**src/rtl/circ_pkg.sv**
```systemverilog
package circ_pkg;

  localparam int unsigned THR_W      = 40;
  localparam logic [THR_W-1:0] THR_RESET = 40'd4295;
  localparam int unsigned QB         = 34;
  localparam int unsigned FIFO_DEPTH = 4;
  localparam int unsigned FIFO_AW    = 2;
  localparam logic        REG_THRESHOLD = 1'b0;

  typedef logic signed [31:0] coord_t;
  typedef logic signed [32:0] diff_t;
  typedef logic signed [66:0] cross_t;
  typedef logic        [66:0] mag_t;

  typedef struct packed {
    logic   coll;
    coord_t p1x;
    coord_t p1y;
  } side_t;

  typedef struct packed {
    side_t  side;
    diff_t  sumx;
    diff_t  sumy;
    diff_t  vx;
    diff_t  vy;
    cross_t vu;
    cross_t nm;
    mag_t   mag;
  } item_t;

  typedef struct packed {
    side_t         side;
    logic [QB-1:0] qx;
    logic [QB-1:0] qy;
    logic          negx;
    logic          negy;
    logic          ovfx;
    logic          ovfy;
  } cent_t;

  typedef struct packed {
    logic        valid_res;
    coord_t      center_x;
    coord_t      center_y;
    logic [30:0] radius;
    logic        saturated;
  } res_t;

  typedef struct packed {
    logic full;
    logic empty;
  } fifo_stat_t;

endpackage

```
**src/rtl/circ_fifo.sv**
```systemverilog
module circ_fifo (
  input  logic                   clk_i,
  input  logic                   rst_ni,
  input  logic                   push_i,
  input  circ_pkg::item_t        data_i,
  input  logic                   pop_i,
  output circ_pkg::item_t        data_o,
  output circ_pkg::fifo_stat_t   stat_o
);

  circ_pkg::item_t                mem_q [circ_pkg::FIFO_DEPTH];
  logic [circ_pkg::FIFO_AW-1:0]   wptr_q, rptr_q;
  logic [circ_pkg::FIFO_AW:0]     cnt_q, cnt_d;
  logic                           do_push, do_pop;

  assign stat_o.full  = (cnt_q == (circ_pkg::FIFO_AW+1)'(circ_pkg::FIFO_DEPTH));
  assign stat_o.empty = (cnt_q == '0);
  assign do_push      = push_i & ~stat_o.full;
  assign do_pop       = pop_i & ~stat_o.empty;
  assign data_o       = mem_q[rptr_q];

  always_comb begin
    cnt_d = cnt_q;
    if (do_push && !do_pop) begin
      cnt_d = cnt_q + 1'b1;
    end else if (do_pop && !do_push) begin
      cnt_d = cnt_q - 1'b1;
    end
  end

  always_ff @(posedge clk_i) begin
    if (do_push) begin
      mem_q[wptr_q] <= data_i;
    end
  end

  always_ff @(posedge clk_i or negedge rst_ni) begin
    if (!rst_ni) begin
      wptr_q <= '0;
      rptr_q <= '0;
      cnt_q  <= '0;
    end else begin
      cnt_q <= cnt_d;
      if (do_push) begin
        wptr_q <= wptr_q + 1'b1;
      end
      if (do_pop) begin
        rptr_q <= rptr_q + 1'b1;
      end
    end
  end

  a_cnt_bound: assert property (@(posedge clk_i) disable iff (!rst_ni)
    cnt_q <= (circ_pkg::FIFO_AW+1)'(circ_pkg::FIFO_DEPTH))
    else $error("queue count beyond depth");

  a_cnt_up: assert property (@(posedge clk_i) disable iff (!rst_ni)
    (do_push && !do_pop) |=> (cnt_q == $past(cnt_q) + 1'b1))
    else $error("queue count missed a push");

  a_ptr_gap: assert property (@(posedge clk_i) disable iff (!rst_ni)
    (wptr_q - rptr_q) == cnt_q[circ_pkg::FIFO_AW-1:0])
    else $error("queue pointers disagree with count");

endmodule

```
**config.mk**
```make
export PLATFORM = sky130hd
export DESIGN_NAME = circ_fifo
export DESIGN_NICKNAME = d
export VERILOG_FILES = /design/src/rtl/circ_pkg.sv /design/src/rtl/circ_fifo.sv
export SDC_FILE = /design/constraint.sdc
export NUM_CORES = 1
export LEC_CHECK = 0
export BUFFER_PORTS_ARGS = -buffer_cell sky130_fd_sc_hd__buf_2
export CORE_AREA = 2 2 423 425
export CTS_CLUSTER_SIZE = 16
export DETAILED_ROUTE_END_ITERATION = 8
export DIE_AREA = 0 0 425 427
export SLEW_MARGIN = 40
export SYNTH_ARGS = -nofsm -noshare
export SYNTH_HDL_FRONTEND = slang
export SYNTH_SLANG_ARGS = --single-unit
```
**constraint.sdc**
```tcl
create_clock -name clk_i -period 11.25 [get_ports clk_i]
set_input_delay 0.5625 -clock clk_i [delete_from_list [all_inputs] [get_ports clk_i]]
set_output_delay 0.5625 -clock clk_i [all_outputs]
set_load 0.02 [all_outputs]
```
* Word-level counts from Yosys, hierarchy flattened *
Memories as Yosys holds them, arrays and structs flattened.
Index checks and enable logic that the tools add are counted.

operators by class
  add/subtract/negate cells = 4
  multipliers = 0
  divide/modulo/power cells = 0
  order comparisons = 0
  equal/unequal tests = 1
  shift operators = 0
  multiplexer cells = 4
  bitwise logic cells = 4
  reductions and logical operators = 6

operators by type and width
  operator                                                             number
  3-bit two-way mux                                                    2
  2-bit by 1-bit adder with 2-bit output (second input constant)       2
  3-bit by 1-bit adder with 3-bit output (second input constant)       1
  3-bit == test (second input constant)                                1
  3-bit logical NOT                                                    1
  3-bit by 1-bit subtractor with 3-bit output (second input constant)  1
  1-bit AND                                                            2
  1-bit logical AND                                                    2
  1-bit logical NOT                                                    2
  1-bit two-way mux                                                    2
  1-bit inverter                                                       2
  2-bit nonzero test                                                   1

word-level totals
  bits in registers = 7
  latch bits = 0
  RAM bits = 1592
  memory bits (read-only) = 0
  output and inout port bits = 400
  memories kept = 1

memories
  memory  depth  width  rd ports  clocked after memory_dff  write ports  RTL line         text
  mem_q   4      398    1         0                         1            circ_fifo.sv:11  circ_pkg::item_t mem_q [circ_pkg::FIFO_DEPTH];

* Logic depth before layout (Yosys ltp) *
Gate-level depths: netlist of the first run.

  word-level depth = 7
  gate-level depth with buffers = 9
  depth with buffers taken out = 8

* Least setup slack after synthesis of the first run *
Ideal clock, no wire load.

  path kind = reg-to-reg
  from = register cnt_q[2] in the netlist's numbering
  to = memory mem_q[0][0] in the netlist's numbering, enable pin
  arrival time = 9.875 ns
  required time = 10.438 ns
  slack = 0.563 ns
  stages on the path, launching flop included = 5
  clock period less this slack = 10.687 ns
  cells stage by stage = dfrtp_1 -> nor3b_1 -> nor2b_1 -> buf_2 -> and2_1

RTL lines
  what                      RTL line         text
  start: declaration        circ_fifo.sv:13  logic [circ_pkg::FIFO_AW:0] cnt_q, cnt_d;
  start signal: assignment  circ_fifo.sv:43  cnt_q <= cnt_d;
  end: declaration          circ_fifo.sv:11

==> metrics.md, run 1 <==
| Metric | Value |
|---|---|
| TritonCTS clock tree | `built` |
| Drt via density | `4.591` |
| Crit path max-delay family | `buffers and inverters` |
| Number of global-route vias before repair | `29330` |
| TritonRoute pass-1 iters | `5` |
| Warnings, synthesis | `0` |
| Fmax | `218.7 MHz` |
| Leak | `25.05 nW` |
| Required time worst endpoint | `10.69 ns` |
| Htree depth | `4` |
| WP data arrival | `4.01 ns` |
| Post-Syn Area | `58190 µm²` |
| Worst skew pair latency | `0.82 ns` |
| Crit path capture type | `output port` |
| Crit-path max cell delay | `0.87 ns` |
| GRT Util Overall | `14.26%` |
| RSZ-0062 raised after global routing | `false` |
| Xor and xnor area share after synthesis | `0.09031%` |
| Mux contribution to synthesized area | `15.44%` |
| Gp weighted congestion | `0.7517` |
| Core Util, Final | `41.83%` |
| Clock sink count | `1599` |
| 1st-iter DRT viols | `1545` |
| Synth cell types | `20` |
| CTS Buffer Depth | `3` |
| PD cells | `267.3 nW/µm²` |
| TNS Setup | `0 ns` |
| Crit-path cells | `buf_6, buf_12, buf_16, mux4_2, buf_2` |
| # Post-CTS Setup Buffers | `0` |
| Worst slew pin tran | `0.8071 ns` |
| Synth Instances | `2115` |
| Final hold vios | `0` |
| Largest net degree at the start of global routing | `128` |
| Largest family of logic cells by synthesized area | `multiplexers` |
| Core ar. | `177300 µm²` |
| Die Ht | `427 µm` |
| Share of cells above drive strength 1 | `41.32%` |
| DRC | `0` |
| Total grt overflow | `0` |
| Total Nets Final | `3847` |
| Synth-to-layout area growth | `27.45%` |
| Final Max Slew Viols | `0` |
| Die Width | `425 µm` |
| Wire per inst | `22.14 µm` |
| Cell row count | `155` |
| Detail Route Antenna Nets | `0` |
| Buf/Inv on CP | `4` |
| Count of input and output buffers | `801` |
| Root buffer cell | `clkbuf_16` |
| Cts bufs inserted | `168` |
| Antenna violations before repair | `17` |
| Setup crit start kind | `flop` |
| Die footprint | `181500 µm²` |
| Yosys reg bits | `1599` |
| Peak VDD IR | `0.0001781 V` |
| Worst hold-check path type | `input pin to async pin` |
| Final setup violation count | `0` |
| Crit path time final | `4.572 ns` |
| Slowest-stage cell, CP | `dfrtp_4` |
| Final setup skew | `0.03297 ns` |
| Maxcap violations | `0` |
| Max-slew headroom | `46.19%` |
| Initial Utilization | `32.83%` |
| Most frequent cells in the layout | `1592 x edfxtp_1, 801 x buf_2, 400 x dlygate4sd3_1` |
| Ports | `802` |
| Mapped Nets | `2523` |
| Vias | `27270` |
| Seq/Total Area, Yosys | `82.46%` |
| Compound-Gate Fraction of Synth Area | `0%` |
| Synth Area in Simple Gates | `0.09892%` |
| Commonest non-fill, non-tap cell in the layout | `edfxtp_1` |
| Kind of critical path | `flop to output port` |
| Final WL | `131500 µm` |
| Hpwl dp | `81630 µm` |
| Status | `finished clean` |
| First-pass GRT wire length | `192300 µm` |
| Syn Area/Cell | `27.51 µm²` |
| Clock slew at reported path FFs | `0.06 ns` |
| Adder-Cell Fraction of Synth Area | `0.1419%` |
| Crit Path Max Fanout | `54` |
| Fin crit share | `40.64%` |
-- final cells by class --
type | instances | area (µm²)
antenna | 12 | 30.03
clock buffer | 208 | 4397
clock inverter | 95 | 842.1
fill | 15380 | 103100
inverter | 4 | 15.01
multi-input combinational | 422 | 9189
sequential | 1599 | 47990
tap | 2355 | 2947
timing repair buffer | 1244 | 8747
-- repair_timing --
action	CTS	global route
endpoints found under the hold margin	1598	0
resized for setup	0	0
hold buffers	400	0
-- Yosys cell counts --
master    number  share of area [%]
nor2b_1        1              0.011
xnor2_1        4              0.060
buf_2         37               0.32
or3_1          1              0.011
edfxtp_1    1592                 82
mux2_2         2              0.039
clkbuf_1       8              0.052
nand3_1        1             0.0086
inv_1          4              0.026
and2_1         4              0.043
buf_12        33                1.1
nor3b_1        1              0.013
nand2_1        1             0.0064
fa_1           1              0.034
buf_6         12               0.23
dfrtp_1        7               0.30
ha_1           5               0.11
mux4_2       398                 15
xor2_1         2              0.030
nor2_1         1             0.0064
-- through the flow --
stage / hold WS, ns / power (mW) / cell area, µm² / instances / setup slack (ns)
2_1_floorplan: 0.2669 / 13.09 / 58190 / 2115 / 0.5625
3_3_place_gp: 0.4211 / 14.61 / 64480 / 5210 / 6.832
3_5_place_dp: 0.4220 / 14.72 / 64780 / 5220 / 7.035
4_1_cts: 0.1469 / 20.16 / 74020 / 5923 / 6.449
5_1_grt: 0.1824 / 20.70 / 74150 / 5938 / 6.280
6_report: 0.2146 / 19.82 / 74150 / 5939 / 6.678
-- state kept, by name (all words and copies together), names as in the netlist --
name,flops
mem_q,1592
cnt_q,3
rptr_q,2
wptr_q,2
-- path summary, 6_finish.rpt --
kind	from	to	slack (ns)	cells after the start
setup / recovery	rptr_q[0]$_DFFE_PN0P_	data_o[110]	6.68	5
hold / removal	rst_ni	wptr_q[0]$_DFFE_PN0P_	0.21	2
setup reg to reg	cnt_q[2]$_DFFE_PN0P_	mem_q[1][6]$_DFFE_PP_	7.49	6
hold reg to reg	cnt_q[2]$_DFFE_PN0P_	cnt_q[2]$_DFFE_PN0P_	0.48	1
max in group asynchronous	rst_ni	rptr_q[1]$_DFFE_PN0P_	10.83	2
min in group clk_i	push_i	wptr_q[0]$_DFFE_PN0P_	0.37	3
-- cells by family (layout without fill, tap and decap cells) --
logic type	Yosys count	after routing
AND/OR/NAND/NOR	10	10
buffers and inverters	94	1551
XOR/XNOR	6	6
multiplexers	400	400
flip-flops	1599	1599
adder cells (fa/ha/maj)	6	6
other	0	12
-- worst reg2reg max path, delay by kind of cell, from the launching register on --
kind,cells,cell delay (ns)
buf+inv,3,1.59
simple gates,3,1.28
flops,1,0.39
-- layer usage --
metal	global-route usage, %	wire [µm]
met5	0	48
met3	4.453	9185
met2	24.08	67170
met1	16.45	48870
met4	6.968	6210
-- where the power goes --
| part | leakage [nW] | total (mW) | internal (mW) | switching [mW] |
|---|---|---|---|---|
| Clock | 2.55 | 5.26 | 2.99 | 2.26 |
| Combinational | 7.83 | 6.42 | 2.46 | 3.96 |
| Sequential | 14.7 | 8.15 | 7.86 | 0.285 |
No activity file was read; power rests on OpenSTA's default activity.
==> run 2: changes to the inputs <==
--- a/config.mk
+++ b/config.mk
@@ -5,11 +5,12 @@
 export SDC_FILE = /design/constraint.sdc
 export NUM_CORES = 1
 export LEC_CHECK = 0
+export ABC_AREA = 1
 export BUFFER_PORTS_ARGS = -buffer_cell sky130_fd_sc_hd__buf_2
-export CORE_AREA = 2 2 423 425
+export CORE_AREA = 2 2 440 442
 export CTS_CLUSTER_SIZE = 16
 export DETAILED_ROUTE_END_ITERATION = 8
-export DIE_AREA = 0 0 425 427
+export DIE_AREA = 0 0 442 444
 export SLEW_MARGIN = 40
 export SYNTH_ARGS = -nofsm -noshare
 export SYNTH_HDL_FRONTEND = slang
==> constraint.sdc (replaced) <==
create_clock -name clk_i -period 4.45 [get_ports clk_i]
set_input_delay 0.2225 -clock clk_i [delete_from_list [all_inputs] [get_ports clk_i]]
set_output_delay 0.2225 -clock clk_i [all_outputs]
set_load 0.02 [all_outputs]
==> metrics.md, run 2 <==
| Metric | Value |
|---|---|
| CTS Hold Bufs | `402` |
| Core Util, Final | `41.40%` |
| Max reg flops | `1592` |
| Synth area leaders | `edfxtp_1 76%, o211ai_1 9.5%, nand2_1 7.2%` |
| Final setup violation count | `0` |
| Vias | `39350` |
| Share of cells above drive strength 1 | `18.65%` |
| First-pass GRT wire length | `237700 µm` |
| Placed insts | `7860` |
| Setup crit start kind | `flop` |
| Final WL | `159400 µm` |
| Yosys top cell area share | `75.95%` |
| M3 GR Usage | `3.900%` |
| Maxcap violations | `0` |
| Top flop regs | `mem_q x1592, cnt_q x3` |
| TritonCTS clock tree | `built` |
| TritonRoute pass-1 iters | `5` |
| Most frequent cells in the layout | `1592 x edfxtp_1, 1210 x nand2_1, 812 x inv_1` |
| Die Ht | `444 µm` |
| Die footprint | `196200 µm²` |
| Initial Utilization | `32.86%` |
| Gp weighted congestion | `0.8275` |
| Root buffer cell | `clkbuf_16` |
| Synth-to-layout area growth | `26.00%` |
| Hpwl dp | `101800 µm` |
| Fmax | `300.0 MHz` |
| Yosys reg bits | `1599` |
| Total Nets Final | `6314` |
| Fin crit share | `74.91%` |
| Met1 Usage GRT | `18.27%` |
| Synth Instances | `4704` |
| Final hold vios | `0` |
| Worst hold-check path type | `input pin to flop` |
| WP data arrival | `3.11 ns` |
| Core ar. | `191600 µm²` |
| Count of input and output buffers | `801` |
| Total grt overflow | `0` |
| Clock slew at reported path FFs | `0.07 ns` |
| Drt via density | `4.590` |
| DRC | `0` |
| Syn Area/Cell | `13.38 µm²` |
| Required time worst endpoint | `4.23 ns` |
| Crit path time final | `3.333 ns` |
| Async set or reset register ratio after synthesis | `0.4378%` |
| Commonest non-fill, non-tap cell in the layout | `edfxtp_1` |
| PD cells | `677.4 nW/µm²` |
| Worst slew pin tran | `0.9482 ns` |
| Count leader, synth | `edfxtp_1` |
| Fin area | `79300 µm²` |
| Status | `finished clean` |
| Clock sink count | `1599` |
| Non-filler cells, final | `8573` |
| Top cells by count, synth | `1592 x edfxtp_1, 1211 x nand2_1, 812 x inv_1` |
| Post-synth EDFFs | `1592` |
| Final Max Slew Viols | `0` |
| PostCTS Resize Cnt | `0` |
| # Post-CTS Setup Buffers | `0` |
| Ports | `802` |
| Number of global-route vias before repair | `38280` |
| Pwr Total | `53.72 mW` |
| Hold slack | `0.1629 ns` |
| Biggest register | `mem_q` |
| Warnings, synthesis | `0` |
| Fill count | `17530` |
| Leak | `31.41 nW` |
| Max-slew headroom | `36.79%` |
| Cell row count | `161` |
| Worst skew pair latency | `0.81 ns` |
| Htree depth | `4` |
| Met2 Usage GRT | `27.26%` |
| Crit path capture type | `output port` |
| Final setup skew | `0.04791 ns` |
| Mapped Nets | `5112` |
| GRT Util Overall | `15.86%` |
| Cts bufs inserted | `168` |
| 1st-iter DRT viols | `2717` |
| Largest net degree at the start of global routing | `152` |
| Layer with the highest usage | `met2` |
| Die Width | `442 µm` |
| CTS Buffer Depth | `3` |
| Synth cell types | `18` |
| Seq/Total Area, Yosys | `76.23%` |
| Placed cell area | `70100 µm²` |
| Kind of critical path | `flop to output port` |
| Main synth FF type | `edfxtp_1` |
| Cell taking the most area after synthesis | `edfxtp_1` |
| Detail Route Antenna Nets | `0` |
| RSZ-0062 raised after global routing | `false` |
| Post-Syn Area | `62940 µm²` |
| Antenna violations before repair | `17` |
| Wire per inst | `18.59 µm` |
| Crit Path Max Fanout | `86` |
| Peak VDD IR | `0.0004831 V` |
-- run 2: cell types whose count changed in the layout (fill, tap and decap cells not counted), sizes merged, moves of 6 or more --
cell and change:
buf +50, nand3 +6, inv +806, mux4 -398
o211ai +796, nand2 +1210
-- run 2: final timing paths --
check	slack, ns	depth (start not counted)	endpoint	startpoint
min in group asynchronous	0.50	3	rptr_q[1]$_DFFE_PN0P_	rst_ni
worst min-delay path	0.16	2	mem_q[3][131]$_DFFE_PP_	data_i[131]
worst max register to register	2.06	5	mem_q[0][227]$_DFFE_PP_	cnt_q[0]$_DFFE_PN0P_
worst max-delay path	1.12	5	data_o[249]	rptr_q[1]$_DFFE_PN0P_
worst min register to register	0.53	2	cnt_q[2]$_DFFE_PN0P_	cnt_q[2]$_DFFE_PN0P_
max in group asynchronous	3.62	3	wptr_q[0]$_DFFE_PN0P_	rst_ni
-- run 2: kinds of logic after synthesis --
kind of cell,Yosys count,synth area share (%)
compound gates,797,9.502
xor+xnor,1,0.01392
fa+ha+maj,6,0.1312
buf+inv,1078,6.810
flops,1599,76.23
simple gates,1223,7.311
-- run 2: worst max-delay path, stage by stage, from the launching register on --
cell and delay, ns:
dfrtp_4 0.62, inv_8 0.55, buf_4 0.48, o211ai_1 0.15, nand2_1 0.16, buf_2 0.20
-- run 2: final cells by class --
class	count	area (µm²)	share of cell area, %
flip-flops and latches	1599	47980	60.51
clock inverters	91	708.2	0.8930
well taps	2526	3161	3.985
inverters	814	3075	3.878
repair buffers	1296	9184	11.58
clock buffers	212	4454	5.617
diodes	8	20.02	0.02524
multi-input cells	2027	10720	13.51
-- run 2: through the flow --
stage / worst slack, ns / TNS (ns)
floorplan: -2.569 / -4074.92
finish: 1.117 / 0
global route: 0.9849 / 0
detailed placement: 1.950 / 0
CTS: 1.017 / 0
global placement: 1.958 / 0
-- run 2: metal layers --
layer / wire, µm / vias to the layer above
met4: 8525 / 4
met3: 9280 / 380
met1: 61640 / 18940
met5: 23 / -
li1: - / 18970
met2: 79920 / 1064
-- run 2: power breakdown --
part | internal [mW] | leakage (nW) | switching, mW | total, mW
clock network | 7.40 | 2.51 | 5.72 | 13.1
logic | 5.64 | 14.2 | 14.6 | 20.2
registers | 19.8 | 14.7 | 0.611 | 20.4
total | 32.8 | 31.4 | 20.9 | 53.7
==> run 3: changes to the inputs <==
==> constraint.sdc (replaced) <==
create_clock -name clk_i -period 2.7 [get_ports clk_i]
set_input_delay 0.135 -clock clk_i [delete_from_list [all_inputs] [get_ports clk_i]]
set_output_delay 0.135 -clock clk_i [all_outputs]
set_load 0.02 [all_outputs]
==> metrics.md, run 3 (synthesis gave the netlist of run 2 again) <==
| Metric | Value |
|---|---|
| Status | `finished clean` |
| Worst path depth | `8` |
| Die Ht | `444 µm` |
| Maxcap violations | `0` |
| Die Width | `442 µm` |
| Net Switching | `36.97 mW` |
| Biggest register | `mem_q` |
| TritonCTS clock tree | `built` |
| Final setup violation count | `0` |
| RSZ-0062 raised after global routing | `true` |
| Internal power | `60.12 mW` |
| Antenna violations before repair | `23` |
| Die footprint | `196200 µm²` |
| CTS Buffer Depth | `3` |
| PD cells | `1153 nW/µm²` |
| Largest net degree at the start of global routing | `80` |
| Buf/Inv on CP | `6` |
| Total Nets Final | `6593` |
| Crit path time final | `2.665 ns` |
| TNS Setup | `0 ns` |
| Root buffer cell | `clkbuf_16` |
| Wire per inst | `19.56 µm` |
| Slowest-stage cell, CP | `dfrtp_4` |
| Count of input and output buffers | `801` |
| Leak | `33.70 nW` |
| Gp weighted congestion | `0.8086` |
| Clock sink count | `1599` |
| Cts bufs inserted | `169` |
| Place WS | `0.5375 ns` |
| Crit Path Max Fanout | `7` |
| R2R depth | `6` |
| Crit path max-delay family | `buffers and inverters` |
| TritonRoute pass-1 iters | `6` |
| Crit-path cells | `buf_12, clkinv_16, buf_16, buf_12, buf_6, o211ai_1, nand2_1, buf_6` |
| Hold Path Stages | `2` |
| Pwr Total | `97.09 mW` |
| Worst hold-check path type | `input pin to flop` |
| Worst setup margin | `0.03459 ns` |
| Drt via density | `4.613` |
| Detail Route Antenna Nets | `0` |
| Worst slew pin tran | `0.4911 ns` |
| Crit path capture type | `output port` |
| Required time worst endpoint | `2.57 ns` |
| Most frequent cells in the layout | `1592 x edfxtp_1, 1201 x nand2_1, 812 x inv_1` |
| Synth-to-layout area growth | `33.82%` |
| Ports | `802` |
| Multi-input logic area | `10740 µm²` |
| Clock slew at reported path FFs | `0.06 ns` |
| Share of cells above drive strength 1 | `20.87%` |
| GRT Util Overall | `16.85%` |
| Gate power share | `42.2%` |
| Register area | `47990 µm²` |
| WP data arrival | `2.53 ns` |
| Max reg flops | `1592` |
| Setup crit start kind | `flop` |
| Hpwl dp | `104200 µm` |
| Commonest non-fill, non-tap cell in the layout | `edfxtp_1` |
| Fin crit share | `98.72%` |
| Total grt overflow | `0` |
| Fin area | `84230 µm²` |
| 1st-iter DRT viols | `2667` |
| Switching share of power | `38.08%` |
| Final setup skew | `0.04618 ns` |
| Core ar. | `191600 µm²` |
| Peak VDD IR | `0.0006714 V` |
| Final WL | `173200 µm` |
| DRC | `0` |
| Htree depth | `4` |
| First-pass GRT wire length | `250200 µm` |
| Clk pwr share | `23.3%` |
| Top flop regs | `mem_q x1592, cnt_q x3` |
| Fill count | `16940` |
| Kind of critical path | `flop to output port` |
| Number of global-route vias before repair | `39850` |
| Cell row count | `161` |
| Flop pwr share | `34.5%` |
| Final Max Slew Viols | `0` |
| Initial Utilization | `32.86%` |
| Final hold vios | `0` |
| Vias | `40850` |
| Worst skew pair latency | `0.83 ns` |
| Placed cell area | `71040 µm²` |
| Fmax | `375.2 MHz` |
| Max-slew headroom | `67.26%` |
| Crit-path max cell delay | `0.43 ns` |
[run 3: changes by cell type in the layout (fill, tap and decap cells not counted), moves of 28 or more]
| cell | delta |
|---|---|
| buf_12 | +28 |
| buf_16 | +37 |
| buf_2 | -86 |
| buf_4 | +65 |
| buf_6 | +87 |
| dlygate4sd3_1 | +98 |
[run 3: worst paths after layout]
path                                            to  slack, ns                  start
min in group asynchronous     cnt_q[1]$_DFFE_PN0P_       0.34                 rst_ni
max in group asynchronous    rptr_q[1]$_DFFE_PN0P_       2.05                 rst_ni
max reg2reg                mem_q[3][156]$_DFFE_PP_       0.68   cnt_q[1]$_DFFE_PN0P_
max                                    data_o[328]       0.03  rptr_q[0]$_DFFE_PN0P_
min reg2reg                   cnt_q[2]$_DFFE_PN0P_       0.53   cnt_q[2]$_DFFE_PN0P_
min                        mem_q[2][236]$_DFFE_PP_       0.09            data_i[236]
[run 3: what timing repair did]
action	in CTS	in global routing
setup buffers	36	15
pin swaps	19	55
resized for setup	199	113
hold endpoints to repair	1655	0
gates cloned	34	22
hold buffers	500	0
setup endpoints to repair	397	307
[run 3: metal layers]
metal / routed length, µm / global-route usage, % / vias up
li1: - / - / 19540
met3: 9630 / 3.829 / 349
met5: 22 / 0 / -
met1: 67760 / 19.72 / 19810
met2: 87160 / 28.99 / 1147
met4: 8664 / 8.580 / 4
[run 3: power by group through the flow]
| stage | Sequential [mW] | Clock (mW) | Combinational [mW] |
|---|---|---|---|
| 2_1_floorplan | 34.6 | 0 | 20.4 |
| 3_3_place_gp | 33.8 | 0 | 34.2 |
| 3_5_place_dp | 34.0 | 0 | 34.5 |
| 4_1_cts | 33.5 | 23.1 | 39.8 |
| 5_1_grt | 33.8 | 24.1 | 43.8 |
| 6_report | 33.5 | 22.6 | 41.0 |
[run 3: final cells by class]
type / count / area share, %
inverters: 814 / 3.678
clock buffers: 208 / 5.296
flip-flops and latches: 1599 / 56.98
repair inverters: 4 / 0.09210
diodes: 19 / 0.05645
clock inverters: 90 / 1.067
repair buffers: 1570 / 16.33
multi-input cells: 2027 / 12.76
well taps: 2526 / 3.752
[run 3: stage by stage]
stage          hold WS (ns)  utilization, %  std cells
3_3_place_gp       -0.02193           37.08       7942
2_1_floorplan       -0.1606               -       4704
6_report            0.09316           43.97       8857
5_1_grt             0.01520           43.96       8855
4_1_cts           0.0003368           43.54       8810
3_5_place_dp       -0.01806           37.08       7942
